### src/hw/rtl/hbcs_pkg.sv
package hbcs_pkg;

	// Writable register addresses
	localparam logic [7:0] ADDR_CMD   = 8'h04;
	localparam logic [7:0] ADDR_STS   = 8'h07;
	localparam logic [7:0] ADDR_LAT   = 8'h0D;
	localparam logic [7:0] ADDR_BIST  = 8'h0F;
	localparam logic [7:0] ADDR_PCON  = 8'h50;
	localparam logic [7:0] ADDR_CC    = 8'h52;
	localparam logic [7:0] ADDR_DRAMC = 8'h57;
	localparam logic [7:0] ADDR_PAM0  = 8'h58;
	localparam logic [7:0] ADDR_PAM1  = 8'h59;
	localparam logic [7:0] ADDR_PAM2  = 8'h5A;
	localparam logic [7:0] ADDR_PAM3  = 8'h5B;
	localparam logic [7:0] ADDR_PAM4  = 8'h5C;
	localparam logic [7:0] ADDR_PAM5  = 8'h5D;
	localparam logic [7:0] ADDR_PAM6  = 8'h5E;
	localparam logic [7:0] ADDR_PAM7  = 8'h5F;
	localparam logic [7:0] ADDR_SMRAM = 8'h72;

	// Upper address bits shared by the shadow attribute block 0x58..0x5F
	localparam logic [4:0] PAM_BLOCK = 5'b01011;
	localparam int         PAM_REGIONS = 6;

	// Write masks and forced bits
	localparam logic [7:0] CMD_MASK      = 8'h02;
	localparam logic [7:0] CMD_FIXED     = 8'h04;
	localparam logic [7:0] STS_MASK      = 8'h03;
	localparam logic [7:0] LAT_MASK      = 8'hF8;
	localparam logic [7:0] BIST_MASK     = 8'h40;
	localparam logic [7:0] PCON_MASK     = 8'hEF;
	localparam logic [7:0] CC_WMASK      = 8'hFB;
	localparam logic [7:0] CC_MASK       = 8'h3B;
	localparam logic [7:0] CC_EN         = 8'h40;
	localparam logic [7:0] DRAMC_MASK    = 8'hCF;
	localparam logic [7:0] PAM_MASK      = 8'h77;
	localparam logic [7:0] SMRAM_LK_MASK = 8'h2F;
	localparam logic [7:0] SMRAM_MASK    = 8'h7F;
	localparam logic [7:0] SMRAM_LOCK    = 8'h10;
	localparam logic [7:0] SMRAM_CLR_OPN = 8'h3F;

	// Byte returned for an absent function
	localparam logic [7:0] NO_FUNC_DATA = 8'hFF;

	// Request kinds
	localparam logic KIND_READ  = 1'b0;
	localparam logic KIND_WRITE = 1'b1;

	// Bit positions of decoded registers
	localparam int SMRAM_CLS_BIT = 5;
	localparam int SMRAM_OPN_BIT = 6;
	localparam int SMRAM_EN_BIT  = 3;
	localparam int SMRAM_LK_BIT  = 4;

	typedef enum logic {
		ST_IDLE,
		ST_EXEC
	} st_t;

	// Power-on contents of the configuration space
	function automatic logic [7:0] reset_byte(input logic [7:0] a);
		logic [7:0] v;
		unique case (a)
			8'h00: v = 8'h86;
			8'h01: v = 8'h80;
			8'h02: v = 8'h2D;
			8'h03: v = 8'h12;
			8'h04: v = 8'h06;
			8'h07: v = 8'h02;
			8'h08: v = 8'h02;
			8'h0B: v = 8'h06;
			8'h52: v = 8'h10;
			8'h57: v = 8'h01;
			8'h60: v = 8'h02;
			8'h61: v = 8'h02;
			8'h62: v = 8'h02;
			8'h63: v = 8'h02;
			8'h64: v = 8'h02;
			8'h72: v = 8'h02;
			default: v = 8'h00;
		endcase
		return v;
	endfunction

endpackage

### src/hw/rtl/hbcs_req_if.sv
interface hbcs_req_if;
	logic       valid;
	logic       ready;
	logic       kind;
	logic [2:0] func;
	logic [7:0] reg_addr;
	logic [7:0] wdata;

	modport source(output valid, kind, func, reg_addr, wdata, input ready);
	modport sink(input valid, kind, func, reg_addr, wdata, output ready);
endinterface

### src/hw/rtl/hbcs_rsp_if.sv
interface hbcs_rsp_if;
	logic        valid;
	logic        ready;
	logic [7:0]  rdata;
	logic        cache_ext_on;
	logic        dram_hole_on;
	logic [12:0] pam_read_internal;
	logic [12:0] pam_write_internal;
	logic        smram_on;
	logic        smram_open;

	modport source(output valid, rdata, cache_ext_on, dram_hole_on, pam_read_internal,
		pam_write_internal, smram_on, smram_open, input ready);
	modport sink(input valid, rdata, cache_ext_on, dram_hole_on, pam_read_internal,
		pam_write_internal, smram_on, smram_open, output ready);
endinterface

### src/hw/rtl/host_bridge_config_space.sv
// A request accepted in the idle state is captured and its byte is read from
// memory; the result is loaded into the output register once that is free.
// The single-port byte memory is read at acceptance, then the byte is modified and
// written back; no new request is taken until the current one has been executed.
// A waiting result holds the write-back, and with it the input, until taken.
// Reset clears the per-byte valid bits at once; unwritten bytes read as their
// power-on defaults, so no clearing pass is needed.
module host_bridge_config_space (
	input  logic           clk,
	input  logic           arst_n,
	hbcs_req_if.sink       req,
	hbcs_rsp_if.source     rsp
);

	hbcs_pkg::st_t st_q, st_d;

	logic       req_acc;
	logic       exec_go;
	logic       out_free;

	// Request captured at acceptance
	logic       kind_s1;
	logic [2:0] func_s1;
	logic [7:0] addr_s1;
	logic [7:0] wdata_s1;

	// Byte memory and its valid bits
	logic [7:0]   mem_q [256];
	logic [255:0] vld_q;
	logic [7:0]   rd_s1;
	logic         rdv_s1;

	logic [7:0] old_byte;
	logic [7:0] new_byte;
	logic       wr_en;

	// Copies of the registers that feed the decoded map
	logic [7:0] cc_q;
	logic [7:0] dramc_q;
	logic [7:0] smram_q;
	logic [7:0] pam_q [8];

	logic       out_valid_q;
	logic [7:0] rdata_q;

	logic [12:0] pam_rd;
	logic [12:0] pam_wr;

	function automatic logic is_writable(input logic [7:0] a);
		logic w;
		unique case (a)
			hbcs_pkg::ADDR_CMD, hbcs_pkg::ADDR_STS, hbcs_pkg::ADDR_LAT,
			hbcs_pkg::ADDR_BIST, hbcs_pkg::ADDR_PCON, hbcs_pkg::ADDR_CC,
			hbcs_pkg::ADDR_DRAMC, hbcs_pkg::ADDR_PAM0, hbcs_pkg::ADDR_PAM1,
			hbcs_pkg::ADDR_PAM2, hbcs_pkg::ADDR_PAM3, hbcs_pkg::ADDR_PAM4,
			hbcs_pkg::ADDR_PAM5, hbcs_pkg::ADDR_PAM6, hbcs_pkg::ADDR_PAM7,
			hbcs_pkg::ADDR_SMRAM: w = 1'b1;
			default: w = 1'b0;
		endcase
		return w;
	endfunction

	function automatic logic [7:0] apply_write(input logic [7:0] a, input logic [7:0] old,
		input logic [7:0] w);
		logic [7:0] n;
		n = old;
		unique case (a)
			hbcs_pkg::ADDR_CMD:   n = (w & hbcs_pkg::CMD_MASK) | hbcs_pkg::CMD_FIXED;
			hbcs_pkg::ADDR_STS:   n = old & w & hbcs_pkg::STS_MASK;
			hbcs_pkg::ADDR_LAT:   n = w & hbcs_pkg::LAT_MASK;
			hbcs_pkg::ADDR_BIST:  n = w & hbcs_pkg::BIST_MASK;
			hbcs_pkg::ADDR_PCON:  n = w & hbcs_pkg::PCON_MASK;
			hbcs_pkg::ADDR_CC: begin
				n = w & hbcs_pkg::CC_WMASK & hbcs_pkg::CC_MASK;
				if (n[1:0] == 2'b11) begin
					n = n | hbcs_pkg::CC_EN;
				end
			end
			hbcs_pkg::ADDR_DRAMC: n = w & hbcs_pkg::DRAMC_MASK;
			hbcs_pkg::ADDR_PAM0:  n = w;
			hbcs_pkg::ADDR_PAM1, hbcs_pkg::ADDR_PAM2, hbcs_pkg::ADDR_PAM3,
			hbcs_pkg::ADDR_PAM4, hbcs_pkg::ADDR_PAM5, hbcs_pkg::ADDR_PAM6,
			hbcs_pkg::ADDR_PAM7:  n = w & hbcs_pkg::PAM_MASK;
			hbcs_pkg::ADDR_SMRAM: begin
				if (old[hbcs_pkg::SMRAM_LK_BIT]) begin
					n = (w & hbcs_pkg::SMRAM_LK_MASK) | hbcs_pkg::SMRAM_LOCK;
				end else begin
					n = w & hbcs_pkg::SMRAM_MASK;
				end
				// a set lock always hides the open bit
				if (n[hbcs_pkg::SMRAM_LK_BIT]) begin
					n = n & hbcs_pkg::SMRAM_CLR_OPN;
				end
			end
			default: n = old;
		endcase
		return n;
	endfunction

	// Next state
	always_comb begin
		st_d = st_q;
		unique case (st_q)
			hbcs_pkg::ST_IDLE: begin
				if (req.valid) begin
					st_d = hbcs_pkg::ST_EXEC;
				end
			end
			hbcs_pkg::ST_EXEC: begin
				if (out_free) begin
					st_d = hbcs_pkg::ST_IDLE;
				end
			end
			default: st_d = hbcs_pkg::ST_IDLE;
		endcase
	end

	// State outputs
	always_comb begin
		req.ready = 1'b0;
		exec_go   = 1'b0;
		unique case (st_q)
			hbcs_pkg::ST_IDLE: req.ready = 1'b1;
			hbcs_pkg::ST_EXEC: exec_go = out_free;
			default: begin
				req.ready = 1'b0;
				exec_go   = 1'b0;
			end
		endcase
	end

	assign out_free = !out_valid_q || rsp.ready;
	assign req_acc  = req.valid && req.ready;

	always_ff @(posedge clk or negedge arst_n) begin
		if (!arst_n) begin
			st_q <= hbcs_pkg::ST_IDLE;
		end else begin
			st_q <= st_d;
		end
	end

	// Capture the request
	always_ff @(posedge clk) begin
		if (req_acc) begin
			kind_s1  <= req.kind;
			func_s1  <= req.func;
			addr_s1  <= req.reg_addr;
			wdata_s1 <= req.wdata;
		end
	end

	// Memory read port, registered
	always_ff @(posedge clk) begin
		if (req_acc) begin
			rd_s1 <= mem_q[req.reg_addr];
		end
	end

	always_ff @(posedge clk or negedge arst_n) begin
		if (!arst_n) begin
			rdv_s1 <= 1'b0;
		end else if (req_acc) begin
			rdv_s1 <= vld_q[req.reg_addr];
		end
	end

	// Modify: unwritten bytes take their power-on value
	assign old_byte = rdv_s1 ? rd_s1 : hbcs_pkg::reset_byte(addr_s1);
	assign wr_en    = exec_go && (kind_s1 == hbcs_pkg::KIND_WRITE) && (func_s1 == 3'd0)
		&& is_writable(addr_s1);
	assign new_byte = wr_en ? apply_write(addr_s1, old_byte, wdata_s1) : old_byte;

	// Write back
	always_ff @(posedge clk) begin
		if (wr_en) begin
			mem_q[addr_s1] <= new_byte;
		end
	end

	always_ff @(posedge clk or negedge arst_n) begin
		if (!arst_n) begin
			vld_q <= '0;
		end else if (wr_en) begin
			vld_q[addr_s1] <= 1'b1;
		end
	end

	// Track the decoded registers alongside the memory
	always_ff @(posedge clk or negedge arst_n) begin
		if (!arst_n) begin
			cc_q    <= hbcs_pkg::reset_byte(hbcs_pkg::ADDR_CC);
			dramc_q <= hbcs_pkg::reset_byte(hbcs_pkg::ADDR_DRAMC);
			smram_q <= hbcs_pkg::reset_byte(hbcs_pkg::ADDR_SMRAM);
			for (int i = 0; i < 8; i++) begin
				pam_q[i] <= 8'h00;
			end
		end else if (wr_en) begin
			if (addr_s1 == hbcs_pkg::ADDR_CC) begin
				cc_q <= new_byte;
			end
			if (addr_s1 == hbcs_pkg::ADDR_DRAMC) begin
				dramc_q <= new_byte;
			end
			if (addr_s1 == hbcs_pkg::ADDR_SMRAM) begin
				smram_q <= new_byte;
			end
			if (addr_s1[7:3] == hbcs_pkg::PAM_BLOCK) begin
				pam_q[addr_s1[2:0]] <= new_byte;
			end
		end
	end

	// Output register
	always_ff @(posedge clk or negedge arst_n) begin
		if (!arst_n) begin
			out_valid_q <= 1'b0;
		end else if (exec_go) begin
			out_valid_q <= 1'b1;
		end else if (rsp.ready) begin
			out_valid_q <= 1'b0;
		end
	end

	always_ff @(posedge clk) begin
		if (exec_go) begin
			rdata_q <= (func_s1 != 3'd0) ? hbcs_pkg::NO_FUNC_DATA : new_byte;
		end
	end

	// Decode the shadow map: F0000 first, then C0000..EC000 low/high halves
	always_comb begin
		pam_rd    = '0;
		pam_wr    = '0;
		pam_rd[0] = pam_q[1][4];
		pam_wr[0] = pam_q[1][5];
		for (int i = 0; i < hbcs_pkg::PAM_REGIONS; i++) begin
			pam_rd[1 + 2 * i] = pam_q[2 + i][0];
			pam_rd[2 + 2 * i] = pam_q[2 + i][4];
			pam_wr[1 + 2 * i] = pam_q[2 + i][1];
			pam_wr[2 + 2 * i] = pam_q[2 + i][5];
		end
	end

	// Decoded flags hold while a result waits, since no write-back happens then
	assign rsp.valid              = out_valid_q;
	assign rsp.rdata              = rdata_q;
	assign rsp.cache_ext_on       = (cc_q[1:0] == 2'b11);
	assign rsp.dram_hole_on       = (dramc_q[7:6] == 2'b01);
	assign rsp.pam_read_internal  = pam_rd;
	assign rsp.pam_write_internal = pam_wr;
	assign rsp.smram_on           = smram_q[hbcs_pkg::SMRAM_EN_BIT];
	assign rsp.smram_open         = smram_q[hbcs_pkg::SMRAM_EN_BIT]
		&& smram_q[hbcs_pkg::SMRAM_OPN_BIT] && !smram_q[hbcs_pkg::SMRAM_CLS_BIT];

	a_lock_sticky: assert property (@(posedge clk) disable iff (!arst_n)
		smram_q[hbcs_pkg::SMRAM_LK_BIT] |=> smram_q[hbcs_pkg::SMRAM_LK_BIT])
		else $error("SMRAM lock cleared without reset");

	a_lock_hides_open: assert property (@(posedge clk) disable iff (!arst_n)
		smram_q[hbcs_pkg::SMRAM_LK_BIT] |-> !smram_q[hbcs_pkg::SMRAM_OPN_BIT])
		else $error("SMRAM open while locked");

	a_cc_enable: assert property (@(posedge clk) disable iff (!arst_n)
		cc_q[6] == (cc_q[1:0] == 2'b11))
		else $error("cache enable bit out of step with its controls");

	a_accept_exec: assert property (@(posedge clk) disable iff (!arst_n)
		req_acc |=> (st_q == hbcs_pkg::ST_EXEC))
		else $error("accepted request not executed");

	a_no_stalled_write: assert property (@(posedge clk) disable iff (!arst_n)
		(out_valid_q && !rsp.ready) |-> !wr_en)
		else $error("write-back while result register blocked");

endmodule
### src/flat_wrapper.sv
// flat-port wrapper written by rule: the top's interface ports become plain ports
module host_bridge_config_space_flat 
  (clk, arst_n, req_valid, req_kind, req_func, req_reg_addr, req_wdata, req_ready, rsp_valid, rsp_rdata, rsp_cache_ext_on, rsp_dram_hole_on, rsp_pam_read_internal, rsp_pam_write_internal, rsp_smram_on, rsp_smram_open, rsp_ready);
  hbcs_req_if req_i ();
  hbcs_rsp_if rsp_i ();
  input  logic clk;
  input  logic arst_n;
  input wire logic [$bits(req_i.valid)-1:0] req_valid;
  input wire logic [$bits(req_i.kind)-1:0] req_kind;
  input wire logic [$bits(req_i.func)-1:0] req_func;
  input wire logic [$bits(req_i.reg_addr)-1:0] req_reg_addr;
  input wire logic [$bits(req_i.wdata)-1:0] req_wdata;
  output wire logic [$bits(req_i.ready)-1:0] req_ready;
  output wire logic [$bits(rsp_i.valid)-1:0] rsp_valid;
  output wire logic [$bits(rsp_i.rdata)-1:0] rsp_rdata;
  output wire logic [$bits(rsp_i.cache_ext_on)-1:0] rsp_cache_ext_on;
  output wire logic [$bits(rsp_i.dram_hole_on)-1:0] rsp_dram_hole_on;
  output wire logic [$bits(rsp_i.pam_read_internal)-1:0] rsp_pam_read_internal;
  output wire logic [$bits(rsp_i.pam_write_internal)-1:0] rsp_pam_write_internal;
  output wire logic [$bits(rsp_i.smram_on)-1:0] rsp_smram_on;
  output wire logic [$bits(rsp_i.smram_open)-1:0] rsp_smram_open;
  input wire logic [$bits(rsp_i.ready)-1:0] rsp_ready;
  assign req_i.valid = req_valid;
  assign req_i.kind = req_kind;
  assign req_i.func = req_func;
  assign req_i.reg_addr = req_reg_addr;
  assign req_i.wdata = req_wdata;
  assign req_ready = req_i.ready;
  assign rsp_valid = rsp_i.valid;
  assign rsp_rdata = rsp_i.rdata;
  assign rsp_cache_ext_on = rsp_i.cache_ext_on;
  assign rsp_dram_hole_on = rsp_i.dram_hole_on;
  assign rsp_pam_read_internal = rsp_i.pam_read_internal;
  assign rsp_pam_write_internal = rsp_i.pam_write_internal;
  assign rsp_smram_on = rsp_i.smram_on;
  assign rsp_smram_open = rsp_i.smram_open;
  assign rsp_i.ready = rsp_ready;
  host_bridge_config_space u_core (.clk(clk), .arst_n(arst_n), .req(req_i), .rsp(rsp_i));
endmodule
### config.mk
export PLATFORM = sky130hd
export DESIGN_NAME = host_bridge_config_space_flat
export DESIGN_NICKNAME = d
export VERILOG_FILES = /design/src/hw/rtl/hbcs_pkg.sv /design/src/hw/rtl/hbcs_req_if.sv /design/src/hw/rtl/hbcs_rsp_if.sv /design/src/hw/rtl/host_bridge_config_space.sv /design/src/flat_wrapper.sv
export SDC_FILE = /design/constraint.sdc
export NUM_CORES = 2
export LEC_CHECK = 0
export ABC_AREA = 1
export BUFFER_PORTS_ARGS = -buffer_cell sky130_fd_sc_hd__buf_4
export CELL_PAD_IN_SITES_DETAIL_PLACEMENT = 1
export CELL_PAD_IN_SITES_GLOBAL_PLACEMENT = 2
export CORE_UTILIZATION = 44
export DETAILED_ROUTE_END_ITERATION = 10
export HOLD_SLACK_MARGIN = 0.12
export PLACE_DENSITY = 0.77
export SETUP_SLACK_MARGIN = 0.4
export SLEW_MARGIN = 20
export SYNTH_ARGS = -nofsm -noshare
export SYNTH_HDL_FRONTEND = slang
export SYNTH_SLANG_ARGS = --single-unit
### constraint.sdc
create_clock -name clk -period 19.7 [get_ports clk]
set_clock_uncertainty 0.15 [all_clocks]
set_input_delay 1.97 -clock clk [delete_from_list [all_inputs] [get_ports clk]]
set_output_delay 1.97 -clock clk [all_outputs]
set_load 0.03 [all_outputs]
==> flow_metrics.env <==
export IMPL_post_place_ws_ns=12.81
export IMPL_core_sq_mm=0.2119
export IMPL_grt_util_met1_pct=28.47
export IMPL_numCtsBuffers=283
export IMPL_multi_input_area_sq_mm=0.02778
export IMPL_grt_pass1_wl_mm=356.3
export IMPL_max_stage_delay_ns=0.80
export IMPL_endpoint_kind="flop"
export IMPL_synth_cells=7691
export IMPL_port_buffers=63
export IMPL_cp_start_kind="input pin"
export IMPL_fill_cells=22592
export IMPL_clk_path_buf_depth=4
export IMPL_cts_root_buf="clkbuf_16"
export IMPL_via_per_inst=4.940
export IMPL_pwr_density_cell_mw_per_mm2=108.5
export IMPL_setup_tns_ns=0
export IMPL_rsz0062_at_grt="false"
export IMPL_dpl_cell_area_sq_mm=0.1029
export IMPL_cts_setup_buffers=0
export IMPL_drive_above_1_share_pct=5.776
export IMPL_async_reset_ff_share_pct=12.29
export IMPL_synth_flop_cell="edfxtp_1"
export IMPL_drcViolationCount=0
export IMPL_finalMaxSlewViolations=0
export IMPL_worstHoldPathType="reg2reg"
export IMPL_initialDrtViolationCount=4074
export IMPL_overflow=0
export IMPL_rows=169
export IMPL_netlist_top_cells_area="edfxtp_1 67%, dfrtp_1 7.8%, nand3_1 6.5%, nand2_1 5.3%, o21ai_0 4.0%"
export IMPL_die_h_um=463.5
export IMPL_met3_usage_pct=2.995
export IMPL_cp_arrival_ns=6.49
export IMPL_dr_pass1_iters=7
export IMPL_finalWirelength_mm=227.4
export IMPL_synthToLayoutAreaGrowth_pct=18.66
export IMPL_irDropWorstVdd_uv=89.79
export IMPL_synth_area_sq_mm=0.09372
export IMPL_period_minus_slack_ns=5.886
export IMPL_gp_congestion=0.7460
export IMPL_whs_ns=0.2240
export IMPL_synth_edf_count=2084
export IMPL_nNetsFinal=9325
export IMPL_io_pins=64
export IMPL_slowest_stage="buf_4"
export IMPL_num_vias=60816
export IMPL_outcome="finished, final reports clean"
export IMPL_die_w_um=463.5
export IMPL_critPathMaxFanout=165
export IMPL_clock_sinks=2376
export IMPL_cts_hold_buf=0
export IMPL_ant_nets=0
export IMPL_yosys_warnings=0
export IMPL_ys_ff_latch=2376
export IMPL_p_leak_nw=44.46
export IMPL_dp_hpwl_mm=114.0
export IMPL_worst_pin_slew_ns=1.117
export IMPL_critPathRequiredTime_ns=20.30
export IMPL_synth_avg_cell_area_sq_um=12.19
export IMPL_grt_pass1_vias=63716
export IMPL_grt_max_degree=253
export IMPL_cap_viol_max_count=0
export IMPL_yosys_area_top_type_share_pct=66.78
export IMPL_worstSetupPathType="in2reg"
export IMPL_setup_viol=0
export IMPL_fin_util_pct=52.49
export IMPL_wl_per_cell_um=18.47
export IMPL_seq_area_frac_synth_pct=74.57
export IMPL_relSlewSlack_pct=25.09
export IMPL_cts_tree="done"
export IMPL_insertion_delay_ns=0.91
export IMPL_busiest_layer="met2"
export IMPL_grt_use_total_pct=21.20
export IMPL_post_synth_top_area_cell="edfxtp_1"
export IMPL_hold_viol=0
export IMPL_ctsResizeCount=0
export IMPL_stdcell_area_sq_mm=0.1112
export IMPL_cts_clk_slew_worst_paths_ns=0.06
export IMPL_synth_cell_type_count=45
export IMPL_most_common_layout_cells="2084 x edfxtp_1, 1920 x conb_1, 1330 x nand2_1"
export IMPL_crit_chain="buf_8 -> inv_8 -> buf_12 -> buf_4 -> buf_4 -> o21ai_0 -> o22ai_1 -> nand2_1 -> nand3_1 -> nand3_1 -> nand3_1 -> nand3_1 -> nand2_1 -> nand2_1 -> nand2_1"
export IMPL_htree_levels=5
export IMPL_initial_utilization_pct=44.23
export IMPL_period_share_pct=29.88
export IMPL_mostFrequentLayoutCell="edfxtp_1"
export IMPL_grt_use_met2_pct=35.73
export IMPL_antenna_found_initial=9
export IMPL_design_die_area_sq_mm=0.2148
export IMPL_timing_final_ws_setup_ns=13.81
export IMPL_max_freq_mhz=169.9
export IMPL_seq_area_sq_mm=0.06989
## critical path: cells and delay by family
kind,cells,cell delay (ns)
compound gates,2,0.37
buf+inv,5,3.11
simple gates,8,0.76
## through the flow
stage	instances	power, mW
after detailed placement	11837	7.408
after global placement	11837	7.354
after floorplan	9610	7.098
after global routing	12311	12.57
final	12311	12.07
after CTS	12308	12.23
## cell usage after synthesis (3+ instances only)
cell	number
buf_1	66
nand2_2	8
edfxtp_1	2084
or2_2	8
inv_2	10
nand3_1	1208
or2_1	9
o21ai_1	21
o21ai_0	744
nor2_1	731
buf_2	104
dfrtp_1	292
clkinv_1	3
nor3_1	5
o22ai_1	352
inv_1	71
nor2_4	4
nor2_2	4
a21oi_1	36
buf_4	22
clkbuf_1	553
nand2_1	1333
## area by class of cell
| type | instances | share of cell area (%) |
|---|---|---|
| Antenna cell | 3 | 0.006751 |
| Clock buffer | 384 | 7.036 |
| Inverter | 85 | 0.3274 |
| Tap cell | 2821 | 3.174 |
| Multi-Input combinational cell | 6403 | 24.98 |
| Clock inverter | 87 | 0.4478 |
| Timing Repair Buffer | 152 | 1.186 |
| Sequential cell | 2376 | 62.84 |
## cell families (layout without fill, tap and decap cells)
kind of cell | count (synthesis) | after routing | synth area share [%]
DFF | 2376 | 2376 | 74.57
AOI/OAI and AO/OA | 1161 | 1161 | 6.706
buffers and inverters | 831 | 708 | 3.566
and+or+nand+nor | 3322 | 3322 | 15.15
other | 1 | 1923 | 0.004001
## registers in the layout (all words and copies together) (netlist names)
signal / flops
u_core.mem_q: 2048
u_core.vld_q: 256
u_core.rsp.pam_read_internal: 13
u_core.rsp.pam_write_internal: 13
u_core.addr_s1: 8
u_core.rd_s1: 8
u_core.rsp.rdata: 8
u_core.wdata_s1: 8
u_core.func_s1: 3
u_core.smram_q: 3
u_core.cc_q: 2
u_core.dramc_q: 2
u_core.kind_s1: 1
u_core.rdv_s1: 1
u_core.rsp.valid: 1
u_core.st_q: 1
## power breakdown
part | switching, mW | internal, mW
Combinational | 0.726 | 0.224
Clock | 1.95 | 2.82
Sequential | 0.133 | 6.21
Total | 2.81 | 9.26
## path summary, 6_finish.rpt
kind / start / to / slack, ns / cells after the start
max in group asynchronous: arst_n / u_core.vld_q[80] / 16.92 / 2
hold / removal: u_core.vld_q[153] / u_core.vld_q[153] / 0.22 / 0
hold reg to reg: u_core.vld_q[153] / u_core.vld_q[153] / 0.22 / 0
min in group asynchronous: arst_n / u_core.vld_q[248] / 0.99 / 1
setup reg to reg: u_core.addr_s1[1] / u_core.mem_q[216][7] / 14.73 / 13
setup / recovery: req_reg_addr[0] / u_core.rd_s1[2] / 13.81 / 15
## metal layers
metal	share of wire (%)	routed length, um
met5	0.0057	13
met4	2.7	6226
met3	3.9	8947
met2	48	109600
met1	45	102600
(Power assumes the default switching activity.)
